===== src/hdl/ymr_pkg.sv =====
// Shared types, codes and the CRC-16/XMODEM byte step for the YMODEM receiver.
// No dependencies; used by every module under hdl/.
`default_nettype none

package ymr_pkg;

  localparam logic [10:0] SHORT_BLOCK = 11'd128;
  localparam logic [10:0] LONG_BLOCK  = 11'd1024;
  localparam logic [10:0] CANCEL_LEN  = 11'd2;

  localparam logic [7:0] CODE_SOH = 8'h01;
  localparam logic [7:0] CODE_STX = 8'h02;
  localparam logic [7:0] CODE_EOT = 8'h04;
  localparam logic [7:0] CODE_CA  = 8'h18;

  localparam logic [15:0] CRC_POLY = 16'h1021;

  localparam logic ACT_BYTE    = 1'b0;
  localparam logic ACT_TIMEOUT = 1'b1;

  localparam logic KIND_PAYLOAD = 1'b0;
  localparam logic KIND_VERDICT = 1'b1;

  localparam logic [2:0] ST_OK       = 3'd0;
  localparam logic [2:0] ST_EOT      = 3'd1;
  localparam logic [2:0] ST_CANCEL   = 3'd2;
  localparam logic [2:0] ST_ABORT    = 3'd3;
  localparam logic [2:0] ST_BAD      = 3'd4;
  localparam logic [2:0] ST_NUM_BAD  = 3'd5;
  localparam logic [2:0] ST_CRC_BAD  = 3'd6;
  localparam logic [2:0] ST_TIMEOUT  = 3'd7;

  localparam logic CFG_ABORT_A = 1'b0;
  localparam logic CFG_ABORT_B = 1'b1;

  typedef enum logic [6:0] {
    PH_IDLE   = 7'b0000001,
    PH_CANCEL = 7'b0000010,
    PH_NUMBER = 7'b0000100,
    PH_COMPL  = 7'b0001000,
    PH_DATA   = 7'b0010000,
    PH_CRC_HI = 7'b0100000,
    PH_CRC_LO = 7'b1000000
  } phase_t;

  typedef struct packed {
    logic [7:0] code_a;
    logic [7:0] code_b;
  } abort_cfg_t;

  typedef struct packed {
    logic        kind;
    logic [7:0]  payload_byte;
    logic [9:0]  byte_index;
    logic [2:0]  status;
    logic [7:0]  block_number;
    logic [10:0] block_len;
  } result_t;

  // Plain (non-augmented) CRC-16/XMODEM update, MSB first.
  function automatic logic [15:0] crc_step(input logic [15:0] crc, input logic [7:0] data);
    logic [15:0] c;
    c = crc ^ {data, 8'h00};
    for (int i = 0; i < 8; i++) begin
      c = c[15] ? ({c[14:0], 1'b0} ^ CRC_POLY) : {c[14:0], 1'b0};
    end
    return c;
  endfunction

endpackage

`default_nettype wire


===== src/hdl/ymr_cfg.sv =====
// Abort code registers written through the configuration channel.
// Depends on ymr_pkg.
`default_nettype none

module ymr_cfg (
  input  wire logic              clk,
  input  wire logic              rst,
  input  wire logic              cfg_valid,
  output logic                   cfg_ready,
  input  wire logic              cfg_index,
  input  wire logic [7:0]        cfg_data,
  output ymr_pkg::abort_cfg_t    abort_cfg
);

  ymr_pkg::abort_cfg_t regs;

  assign cfg_ready = 1'b1;
  assign abort_cfg = regs;

  always_ff @(posedge clk) begin
    if (rst) begin
      regs.code_a <= 8'd65;
      regs.code_b <= 8'd97;
    end else if (cfg_valid) begin
      unique case (cfg_index)
        ymr_pkg::CFG_ABORT_A: regs.code_a <= cfg_data;
        ymr_pkg::CFG_ABORT_B: regs.code_b <= cfg_data;
        default: ;
      endcase
    end
  end

endmodule

`default_nettype wire


===== src/hdl/ymr_parser.sv =====
// Input register, packet phase tracking, CRC and per-beat result decision.
// Depends on ymr_pkg.
`default_nettype none

module ymr_parser (
  input  wire logic                 clk,
  input  wire logic                 rst,
  input  wire logic                 in_valid,
  output logic                      in_ready,
  input  wire logic                 in_action,
  input  wire logic [7:0]           in_byte,
  input  wire ymr_pkg::abort_cfg_t  abort_cfg,
  input  wire logic                 res_ready,
  output logic                      advance,
  output logic                      res_valid,
  output ymr_pkg::result_t          res
);

  logic        item_valid;
  logic        item_action;
  logic [7:0]  item_byte;

  ymr_pkg::phase_t phase, phase_next;
  logic        long_block, long_block_next;
  logic [10:0] byte_count, byte_count_next;
  logic [15:0] running_crc, running_crc_next;
  logic [7:0]  held_number, held_number_next;
  logic        number_bad, number_bad_next;
  logic [7:0]  crc_high_byte, crc_high_byte_next;
  logic [10:0] size;

  assign advance  = item_valid && res_ready;
  assign in_ready = !item_valid || res_ready;
  assign size     = long_block ? ymr_pkg::LONG_BLOCK : ymr_pkg::SHORT_BLOCK;

  always_ff @(posedge clk) begin
    if (rst) begin
      item_valid <= 1'b0;
    end else if (in_ready) begin
      item_valid <= in_valid;
    end
  end

  always_ff @(posedge clk) begin
    if (in_ready && in_valid) begin
      item_action <= in_action;
      item_byte   <= in_byte;
    end
  end

  always_comb begin
    phase_next         = phase;
    long_block_next    = long_block;
    byte_count_next    = byte_count;
    running_crc_next   = running_crc;
    held_number_next   = held_number;
    number_bad_next    = number_bad;
    crc_high_byte_next = crc_high_byte;
    res_valid          = 1'b0;
    res                = '0;
    res.kind           = ymr_pkg::KIND_VERDICT;

    if (item_action == ymr_pkg::ACT_TIMEOUT) begin
      phase_next = ymr_pkg::PH_IDLE;
      res_valid  = 1'b1;
      res.status = ymr_pkg::ST_TIMEOUT;
    end else begin
      unique case (phase)
        ymr_pkg::PH_IDLE: begin
          if (item_byte == ymr_pkg::CODE_SOH || item_byte == ymr_pkg::CODE_STX) begin
            long_block_next  = (item_byte == ymr_pkg::CODE_STX);
            byte_count_next  = '0;
            running_crc_next = '0;
            number_bad_next  = 1'b0;
            phase_next       = ymr_pkg::PH_NUMBER;
          end else if (item_byte == ymr_pkg::CODE_EOT) begin
            res_valid  = 1'b1;
            res.status = ymr_pkg::ST_EOT;
          end else if (item_byte == ymr_pkg::CODE_CA) begin
            phase_next = ymr_pkg::PH_CANCEL;
          end else if (item_byte == abort_cfg.code_a || item_byte == abort_cfg.code_b) begin
            res_valid  = 1'b1;
            res.status = ymr_pkg::ST_ABORT;
          end else begin
            res_valid  = 1'b1;
            res.status = ymr_pkg::ST_BAD;
          end
        end
        ymr_pkg::PH_CANCEL: begin
          phase_next = ymr_pkg::PH_IDLE;
          res_valid  = 1'b1;
          if (item_byte == ymr_pkg::CODE_CA) begin
            res.status    = ymr_pkg::ST_CANCEL;
            res.block_len = ymr_pkg::CANCEL_LEN;
          end else begin
            res.status = ymr_pkg::ST_BAD;
          end
        end
        ymr_pkg::PH_NUMBER: begin
          held_number_next = item_byte;
          phase_next       = ymr_pkg::PH_COMPL;
        end
        ymr_pkg::PH_COMPL: begin
          number_bad_next = (held_number != ~item_byte);
          phase_next      = ymr_pkg::PH_DATA;
        end
        ymr_pkg::PH_DATA: begin
          running_crc_next = ymr_pkg::crc_step(running_crc, item_byte);
          byte_count_next  = byte_count + 11'd1;
          if (byte_count_next >= size) begin
            phase_next = ymr_pkg::PH_CRC_HI;
          end
          res_valid        = 1'b1;
          res.kind         = ymr_pkg::KIND_PAYLOAD;
          res.payload_byte = item_byte;
          res.byte_index   = byte_count[9:0];
          res.block_number = held_number;
        end
        ymr_pkg::PH_CRC_HI: begin
          crc_high_byte_next = item_byte;
          phase_next         = ymr_pkg::PH_CRC_LO;
        end
        ymr_pkg::PH_CRC_LO: begin
          phase_next       = ymr_pkg::PH_IDLE;
          res_valid        = 1'b1;
          res.block_number = held_number;
          if (number_bad) begin
            res.status = ymr_pkg::ST_NUM_BAD;
          end else if (running_crc != {crc_high_byte, item_byte}) begin
            res.status = ymr_pkg::ST_CRC_BAD;
          end else begin
            res.status    = ymr_pkg::ST_OK;
            res.block_len = size;
          end
        end
        default: begin
          phase_next = ymr_pkg::PH_IDLE;
        end
      endcase
    end
  end

  always_ff @(posedge clk) begin
    if (rst) begin
      phase         <= ymr_pkg::PH_IDLE;
      long_block    <= 1'b0;
      byte_count    <= '0;
      running_crc   <= '0;
      held_number   <= '0;
      number_bad    <= 1'b0;
      crc_high_byte <= '0;
    end else if (advance) begin
      phase         <= phase_next;
      long_block    <= long_block_next;
      byte_count    <= byte_count_next;
      running_crc   <= running_crc_next;
      held_number   <= held_number_next;
      number_bad    <= number_bad_next;
      crc_high_byte <= crc_high_byte_next;
    end
  end

  // short blocks never run past their length
  assert property (@(posedge clk) disable iff (rst)
    (phase == ymr_pkg::PH_DATA && !long_block) |-> (byte_count < ymr_pkg::SHORT_BLOCK))
    else $error("short block count overrun");

  assert property (@(posedge clk) disable iff (rst)
    (advance && item_action == ymr_pkg::ACT_TIMEOUT) |=> (phase == ymr_pkg::PH_IDLE))
    else $error("timeout did not return to idle");

  assert property (@(posedge clk) disable iff (rst)
    (advance && res_valid && res.kind == ymr_pkg::KIND_VERDICT && res.status == ymr_pkg::ST_OK)
    |-> (res.block_len == ymr_pkg::SHORT_BLOCK || res.block_len == ymr_pkg::LONG_BLOCK))
    else $error("ok verdict with bad length");

  assert property (@(posedge clk) disable iff (rst)
    (advance && res_valid && res.kind == ymr_pkg::KIND_PAYLOAD)
    |-> (res.status == ymr_pkg::ST_OK && res.block_len == '0 && phase == ymr_pkg::PH_DATA))
    else $error("payload beat outside data phase");

endmodule

`default_nettype wire


===== src/hdl/ymr_out_reg.sv =====
// Result register driving the master stream; packs the result fields into tdata.
// Depends on ymr_pkg.
`default_nettype none

module ymr_out_reg (
  input  wire logic              clk,
  input  wire logic              rst,
  input  wire logic              load,
  input  wire logic              load_valid,
  input  wire ymr_pkg::result_t  load_res,
  output logic                   take_ready,
  output logic                   m_tvalid,
  input  wire logic              m_tready,
  output logic [39:0]            m_tdata,
  output logic                   m_tuser
);

  logic             out_valid;
  ymr_pkg::result_t out_res;

  assign take_ready = !out_valid || m_tready;
  assign m_tvalid   = out_valid;
  assign m_tuser    = out_res.kind;
  assign m_tdata    = {out_res.block_len, out_res.block_number, out_res.status,
                       out_res.byte_index, out_res.payload_byte};

  always_ff @(posedge clk) begin
    if (rst) begin
      out_valid <= 1'b0;
    end else if (load) begin
      out_valid <= load_valid;
    end else if (m_tready) begin
      out_valid <= 1'b0;
    end
  end

  always_ff @(posedge clk) begin
    if (load && load_valid) begin
      out_res <= load_res;
    end
  end

endmodule

`default_nettype wire


===== src/hdl/ymodem_packet_receiver.sv =====
// YMODEM packet receiver with CRC-16/XMODEM check, one serial event per beat.
// A result passes the input register and then the result register on its way out.
// Throughput: one input beat per cycle unless a full result register is held by m_tready; s_tready follows it.
// Reset (rst, synchronous): back to idle, counters and CRC cleared, abort codes 65 and 97.
// Depends on ymr_pkg, ymr_cfg, ymr_parser, ymr_out_reg.
`default_nettype none

module ymodem_packet_receiver (
  input  wire logic        clk,
  input  wire logic        rst,
  input  wire logic        s_tvalid,
  output logic             s_tready,
  input  wire logic [7:0]  s_tdata,   // [7:0] rx_byte
  input  wire logic        s_tuser,   // [0] action
  output logic             m_tvalid,
  input  wire logic        m_tready,
  output logic [39:0]      m_tdata,   // [7:0] payload_byte, [17:8] byte_index, [20:18] status,
                                      // [28:21] block_number, [39:29] block_len
  output logic             m_tuser,   // [0] kind
  input  wire logic        cfg_valid,
  output logic             cfg_ready,
  input  wire logic        cfg_index,
  input  wire logic [7:0]  cfg_data
);

  ymr_pkg::abort_cfg_t abort_cfg;
  ymr_pkg::result_t    res;
  logic                res_valid;
  logic                advance;
  logic                take_ready;

  ymr_cfg u_cfg (
    .clk       (clk),
    .rst       (rst),
    .cfg_valid (cfg_valid),
    .cfg_ready (cfg_ready),
    .cfg_index (cfg_index),
    .cfg_data  (cfg_data),
    .abort_cfg (abort_cfg)
  );

  ymr_parser u_parser (
    .clk       (clk),
    .rst       (rst),
    .in_valid  (s_tvalid),
    .in_ready  (s_tready),
    .in_action (s_tuser),
    .in_byte   (s_tdata),
    .abort_cfg (abort_cfg),
    .res_ready (take_ready),
    .advance   (advance),
    .res_valid (res_valid),
    .res       (res)
  );

  ymr_out_reg u_out (
    .clk        (clk),
    .rst        (rst),
    .load       (advance),
    .load_valid (res_valid),
    .load_res   (res),
    .take_ready (take_ready),
    .m_tvalid   (m_tvalid),
    .m_tready   (m_tready),
    .m_tdata    (m_tdata),
    .m_tuser    (m_tuser)
  );

endmodule

`default_nettype wire


===== config.mk =====
export PLATFORM = sky130hd
export DESIGN_NAME = ymodem_packet_receiver
export DESIGN_NICKNAME = d
export VERILOG_FILES = /design/src/hdl/ymr_pkg.sv /design/src/hdl/ymr_cfg.sv /design/src/hdl/ymr_parser.sv /design/src/hdl/ymr_out_reg.sv /design/src/hdl/ymodem_packet_receiver.sv
export SDC_FILE = /design/constraint.sdc
export NUM_CORES = 1
export LEC_CHECK = 0
export ABC_AREA = 1
export BUFFER_PORTS_ARGS = -buffer_cell sky130_fd_sc_hd__buf_2
export CAP_MARGIN = 15
export CORE_MARGIN = 4
export CORE_UTILIZATION = 40
export DETAILED_ROUTE_END_ITERATION = 10
export PLACE_DENSITY = 0.64
export SLEW_MARGIN = 30
export SYNTH_ARGS = -nofsm -noshare
export SYNTH_HDL_FRONTEND = slang
export SYNTH_HIERARCHICAL = 1
export SYNTH_SLANG_ARGS = --single-unit

===== constraint.sdc =====
create_clock -name clk -period 2.9 [get_ports clk]
set_input_delay 0.29 -clock clk [delete_from_list [all_inputs] [get_ports clk]]
set_output_delay 0.29 -clock clk [all_outputs]
set_load 0.03 [all_outputs]

## Yosys cells after proc, flatten, opt, wreduce, memory -nomap -nowiden

Cells that the tools add are included.

| storage, ports and cells | value |
|---|---|
| register bits | 120 |
| input bits | 23 |
| output and inout port bits | 44 |
| word-level logic and storage cells | 119 |

| operators by class | value |
|---|---|
| $add $sub $neg | 1 |
| $lt $le $gt $ge | 1 |
| equal/unequal tests | 19 |
| muxes and demuxes | 41 |
| bitwise gates (word level) | 14 |
| reduce and logical (&&, ||, !) cells | 24 |

Operators with widths:

| operator | number |
|---|---|
| 13-bit two-way mux | 8 |
| 11-bit two-way mux | 4 |
| 11-bit one-hot mux with 2 select lines | 2 |
| 7-bit two-way mux | 5 |
| 7-bit one-hot mux with 5 select lines | 1 |
| 16-bit one-hot mux with 2 select lines | 1 |
| 3-bit inverter | 8 |
| 3-bit two-way mux | 7 |
| 19-bit two-way mux | 1 |
| 8-bit == test | 2 |
| 16-bit two-way mux | 1 |
| 16-bit != test | 1 |
| 4-bit AND reduction | 4 |
| 16-bit XOR | 1 |
| 11-bit by 1-bit adder with 11-bit output (second input constant) | 1 |
| 11-bit greater-or-equal comparator | 1 |
| 3-bit one-hot mux with 3 select lines | 1 |
| 8-bit by 1-bit == test with 1-bit output (second input constant) | 1 |
| 8-bit by 2-bit == test with 1-bit output (second input constant) | 1 |
| 8-bit by 3-bit == test with 1-bit output (second input constant) | 1 |
| 8-bit by 5-bit == test with 1-bit output (second input constant) | 1 |
| 8-bit != test | 1 |
| 8-bit inverter | 1 |
| 7-bit by 1-bit == test with 1-bit output (second input constant) | 1 |
| other kinds (22) | 44 |

## Longest topological paths before layout

| depth | value |
|---|---|
| depth in word-level cells | 18 |
| depth in mapped cells | 17 |
| mapped depth without buffers | 17 |

## Hierarchy

The synthesis kept the hierarchy.

Modules (own cells, without submodules):

| module | instances | cells each | area an instance (um2) | seq. area each (um2) |
|---|---|---|---|---|
| ymr_parser | 1 | 546 | 3895.0 | 1331.3 |
| ymr_out_reg | 1 | 49 | 1282.5 | 1251.2 |
| ymr_cfg | 1 | 87 | 629.4 | 320.3 |

## Worst setup path after synthesis

OpenSTA, ideal clock, no wires.

| timing | value |
|---|---|
| path kind | register to register |
| start | reg u_parser.phase[0] |
| end | reg u_out.out_res, in the netlist u_out/m_tdata[0] (enable) |
| library setup time | 0.395 ns |
| data arrival time | 2.099 ns |
| data required time | 2.505 ns |
| slack | 0.405 ns |
| stages on the path, launching flop included | 8 |
| buffers on the path | 0 |
| period minus slack after synthesis | 2.495 ns |
| cell sequence | dfxtp_1 -> nor2_2 -> nand2_2 -> nor4_4 -> nor2_1 -> o2111ai_1 -> nand2_1 -> inv_1 |

| on the way | value |
|---|---|
| word-level cells in the longest chain between the ends | 5 |
| elaborated cells between the ends (all ways) | 8 |
| classes of those cells | eq/ne (4); mux (2); reduce/logical (2) |

Ends and longest elaborated chain:

| element | RTL line | RTL |
|---|---|---|
| start, declared | ymr_parser.sv:23 | `ymr_pkg::phase_t phase, phase_next;` |
| start signal, assigned | ymr_parser.sv:145 | `phase <= ymr_pkg::PH_IDLE;` |
| start signal, assigned | ymr_parser.sv:153 | `phase <= phase_next;` |
| 7-bit by 2-bit == test with 1-bit output, or another cell as far along | ymr_parser.sv:68 | `unique case (phase)` |
| 3-bit OR reduction (no source line) | n/a |  |
| 1-bit one-hot mux with 2 select lines * | ymr_parser.sv:68 |  |
| 1-bit two-way mux * | ymr_parser.sv:63 | `if (item_action == ymr_pkg::ACT_TIMEOUT) begin` |
| net res_valid | ymodem_packet_receiver.sv:28 | `logic res_valid;` |
| 1-bit logical AND * | ymr_out_reg.sv:38 | `if (load && load_valid) begin` |
| end signal, assigned | ymr_out_reg.sv:39 | `out_res <= load_res;` |
| end, declared | ymr_out_reg.sv:19 | `ymr_pkg::result_t out_res;` |

The timed path passes the listed nets; every way through them passes the cells marked *.
A chain may end at the register's enable or synchronous reset.

## Worst setup path after layout

| timing | value |
|---|---|
| start | reg u_parser.byte_count[0] |
| end | reg u_parser.phase[1] |

| on the way | value |
|---|---|
| word-level cells in the longest chain between the ends | 4 |

Ends and longest elaborated chain:

| element | RTL line | RTL |
|---|---|---|
| start, declared | ymr_parser.sv:25 | `logic [10:0] byte_count, byte_count_next;` |
| start signal, assigned | ymr_parser.sv:155 | `byte_count <= byte_count_next;` |
| 11-bit by 1-bit adder with 11-bit output | ymr_parser.sv:109 | `byte_count_next = byte_count + 11'd1;` |
| 11-bit greater-or-equal comparator | ymr_parser.sv:110 | `if (byte_count_next >= size) begin` |
| 3-bit by 1-bit != test with 1-bit output (no source line) | n/a |  |
| 4-bit AND reduction (no source line) | n/a |  |

Every way passes these cells.

==> reports/results.ini <==
[finish]
drive_gt1_share_pct = 18.27
nNetsFinal = 775
nFillCells = 1323
multiInputGateArea_sq_um = 2470
area_growth_pct = 17.00
diodes = 0
seqCellArea_sq_um = 2903
fin_area_sq_um = 6794

[synthesis]
syn_area_per_cell_sq_um = 8.514
synth-seq-cells = 120
synth_edf_count = 50
yosys.area.top_type = edfxtp_1
netlist.area_leader.share_pct = 25.86
yosysSeqAreaShare_pct = 49.99
ys.flop_type = dfxtp_1
async_flop_share_pct = 0
ys_types = 40
syn-cell-area_sq_um = 5807
netlist_instances = 682
synth_warnings = 6
synth_area_leaders = edfxtp_1 (26%), dfxtp_1 (24%), nand2_1 (9.1%), nor2_1 (5.0%), xnor2_1 (5.0%)

[clock_tree]
postCtsResizedCells = 0
clk_pin_slew_worst_paths_ns = 0.05
cts.htree.levels = 4
clkSinkCount = 120
clock_path_buffers = 2
cts_inserted_buffers = 17
cts_setup_buffers = 0
clock_latency_ns = 0.42
cts_tree = yes
postCtsHoldBufs = 0
clockRootBuffer = clkbuf_16

[detailed_routing]
firstDrtPassIters = 5
vias = 4689
wire_per_inst_um = 14.00
drt_iter0_drc = 406
drc = 0
drtAntennaViolNets = 0
wirelength_um = 13180
vias_per_cell = 4.983

[floorplan]
die_height_um = 128.5
io_pins = 67
rows = 43
core_area_sq_um = 14040
die_width_um = 128.5
start_util_pct = 41.35
dieArea_sq_um = 16510

[placement]
gp_congestion = 0.8770
portBuffers = 65
post_dp_cell_area_sq_um = 6247
place_hpwl_um = 9542

[global_route]
overflow = 0
grt_max_degree = 32
grt_first_pass_wirelength_um = 21580
antenna_found_initial = 0
track_usage_pct = 16.47
grt_pass1_vias = 4502

[setup_path]
required_ns = 3.21
crit_path_max_fanout = 8
r2r_end = u_parser/phase[1]$_SDFFE_PP0P_
crit_type = reg2reg
critPathLaunchType = flop
worst-path-buf-inv = 0
crit_arrival_ns = 2.88
cp-end-kind = flop
cp_top_family = simple AND/OR/NAND/NOR gates
crit_chain = ha_1 -> nand2_1 -> nor2_1 -> nand3_1 -> nor2_1 -> xor2_1 -> ha_1 -> nor2_1 -> o21bai_1 -> nand3_4 -> nand2_4 -> nand2_1 -> nand2_1 -> nor2_1
reg2reg_from = u_parser/byte_count[0]$_SDFFE_PP0P_
reg2reg_depth = 14
cp_slowest_cell = dfxtp_1
reg2reg_slack_ns = 0.33
slowest_delay_ns = 0.42
cpMostUsedCell = nor2_1

[sta]
max_freq_mhz = 389.7
slew_viol_final = 0
fin_crit_ns = 2.566
worst_pin_slew_ns = 0.7737
fin_tns_setup_ns = 0
setup_viol = 0
clock_skew_ns = 0.008531
relSlewSlack_pct = 48.22
rsz0062_at_grt = no
period_share_pct = 88.48
hold_viol_final = 0

[power_and_ir_drop]
peakVddDrop_v = 0.0003840
power_leakage_nw = 2.740
p_per_area_nw_per_um2 = 617.1

[outcome]
outcome = completed

[min_path]
min_to = u_parser/item_byte[0]$_DFFE_PP_
holdPathStages = 1
hp-class = in2reg
min_from = s_tdata[0]

[run]
maxCapViolCount = 0

-- cells by family after synthesis --
family | Yosys count | share of synthesized area (%)
simple gates | 313 | 24.48
flops | 120 | 49.99
buf+inv | 100 | 8.059
compound gates | 89 | 8.403
xor+xnor | 55 | 8.296
fa+ha+maj | 3 | 0.6465
other cells | 2 | 0.1293
-- power breakdown --
part           switching [W]  internal [W]
registers          0.0000428       0.00182
logic               0.000275      0.000132
clock network       0.000733       0.00119
-- cell usage in the layout, fill, tap and decap left out, types with 17 or more instances in the layout --
cell,n
nand2_1,141
clkbuf_16,17
xnor2_1,33
xor2_1,22
inv_1,57
nor2_1,78
dfxtp_1,70
a21oi_1,51
buf_2,65
edfxtp_1,50
o21ai_0,28
nand3_1,37
-- Yosys cell counts (12+ instances only) --
cell type  instances
a21oi_1           51
dfxtp_1           70
edfxtp_1          50
inv_1             57
nand2_1          141
nand3_1           37
nand4_1           13
nor2_1            78
nor3_1            12
o21ai_0           28
xnor2_1           33
xor2_1            22
-- flip-flops by register name, indices dropped and copies added, names as in the netlist --
name,cells
u_cfg/abort_cfg,16
u_parser/running_crc,16
u_parser/crc_high_byte,8
u_out/m_tuser,1
u_out/m_tdata,40
u_parser/item_action,1
u_parser/byte_count,11
u_parser/long_block,1
u_parser/number_bad,1
u_parser/held_number,8
u_out/m_tvalid,1
u_parser/item_valid,1
u_parser/phase,7
u_parser/item_byte,8
-- layout make-up --
class / instances / share of cell area [%]
Multi-Input combinational cell: 469 / 36.35
Timing Repair Buffer: 75 / 5.893
Clock buffer: 19 / 6.519
Clock inverter: 12 / 1.529
Sequential cell: 120 / 42.73
Tap cell: 180 / 3.315
Inverter: 66 / 3.665
-- stage by stage --
stage | worst slack, ns | cells | utilization, % | hold slack, ns | total power [W]
2_1_floorplan | 0.4050 | 689 | - | 0.3524 | 0.002203
3_3_place_gp | 0.5548 | 910 | 44.44 | 0.4616 | 0.002299
3_5_place_dp | 0.4056 | 910 | 44.49 | 0.4681 | 0.002307
4_1_cts | 0.3719 | 941 | 48.38 | 0.02965 | 0.004241
5_1_grt | 0.1257 | 941 | 48.38 | 0.02786 | 0.004360
6_report | 0.3341 | 941 | 48.38 | 0.04704 | 0.004193
-- metal layers --
layer | up-vias | part of all wire (%) | GRT usage (%)
li1 | 2343 | - | -
met1 | 2183 | 43 | 20.48
met2 | 134 | 47 | 26.48
met3 | 29 | 6.4 | 4.276
met4 | 0 | 2.9 | 8.365
met5 | - | 0 | 0
-- worst max path at each step --
| stage | startpoint | end | slack, ns | depth (start not counted) |
|---|---|---|---|---|
| after floorplan | u_parser/phase[0]$_SDFFE_PP1P_ | u_out/m_tdata[0]$_DFFE_PP_ | 0.41 | 7 |
| after global placement | u_parser/byte_count[1]$_SDFFE_PP0P_ | u_parser/phase[1]$_SDFFE_PP0P_ | 0.55 | 17 |
| after detailed placement | u_parser/byte_count[1]$_SDFFE_PP0P_ | u_parser/phase[1]$_SDFFE_PP0P_ | 0.41 | 17 |
| after CTS | u_parser/byte_count[1]$_SDFFE_PP0P_ | u_parser/phase[1]$_SDFFE_PP0P_ | 0.37 | 17 |
| after global routing | u_parser/byte_count[0]$_SDFFE_PP0P_ | u_parser/phase[1]$_SDFFE_PP0P_ | 0.13 | 17 |
| final | u_parser/byte_count[0]$_SDFFE_PP0P_ | u_parser/phase[1]$_SDFFE_PP0P_ | 0.33 | 14 |
(Power assumes the default switching activity.)
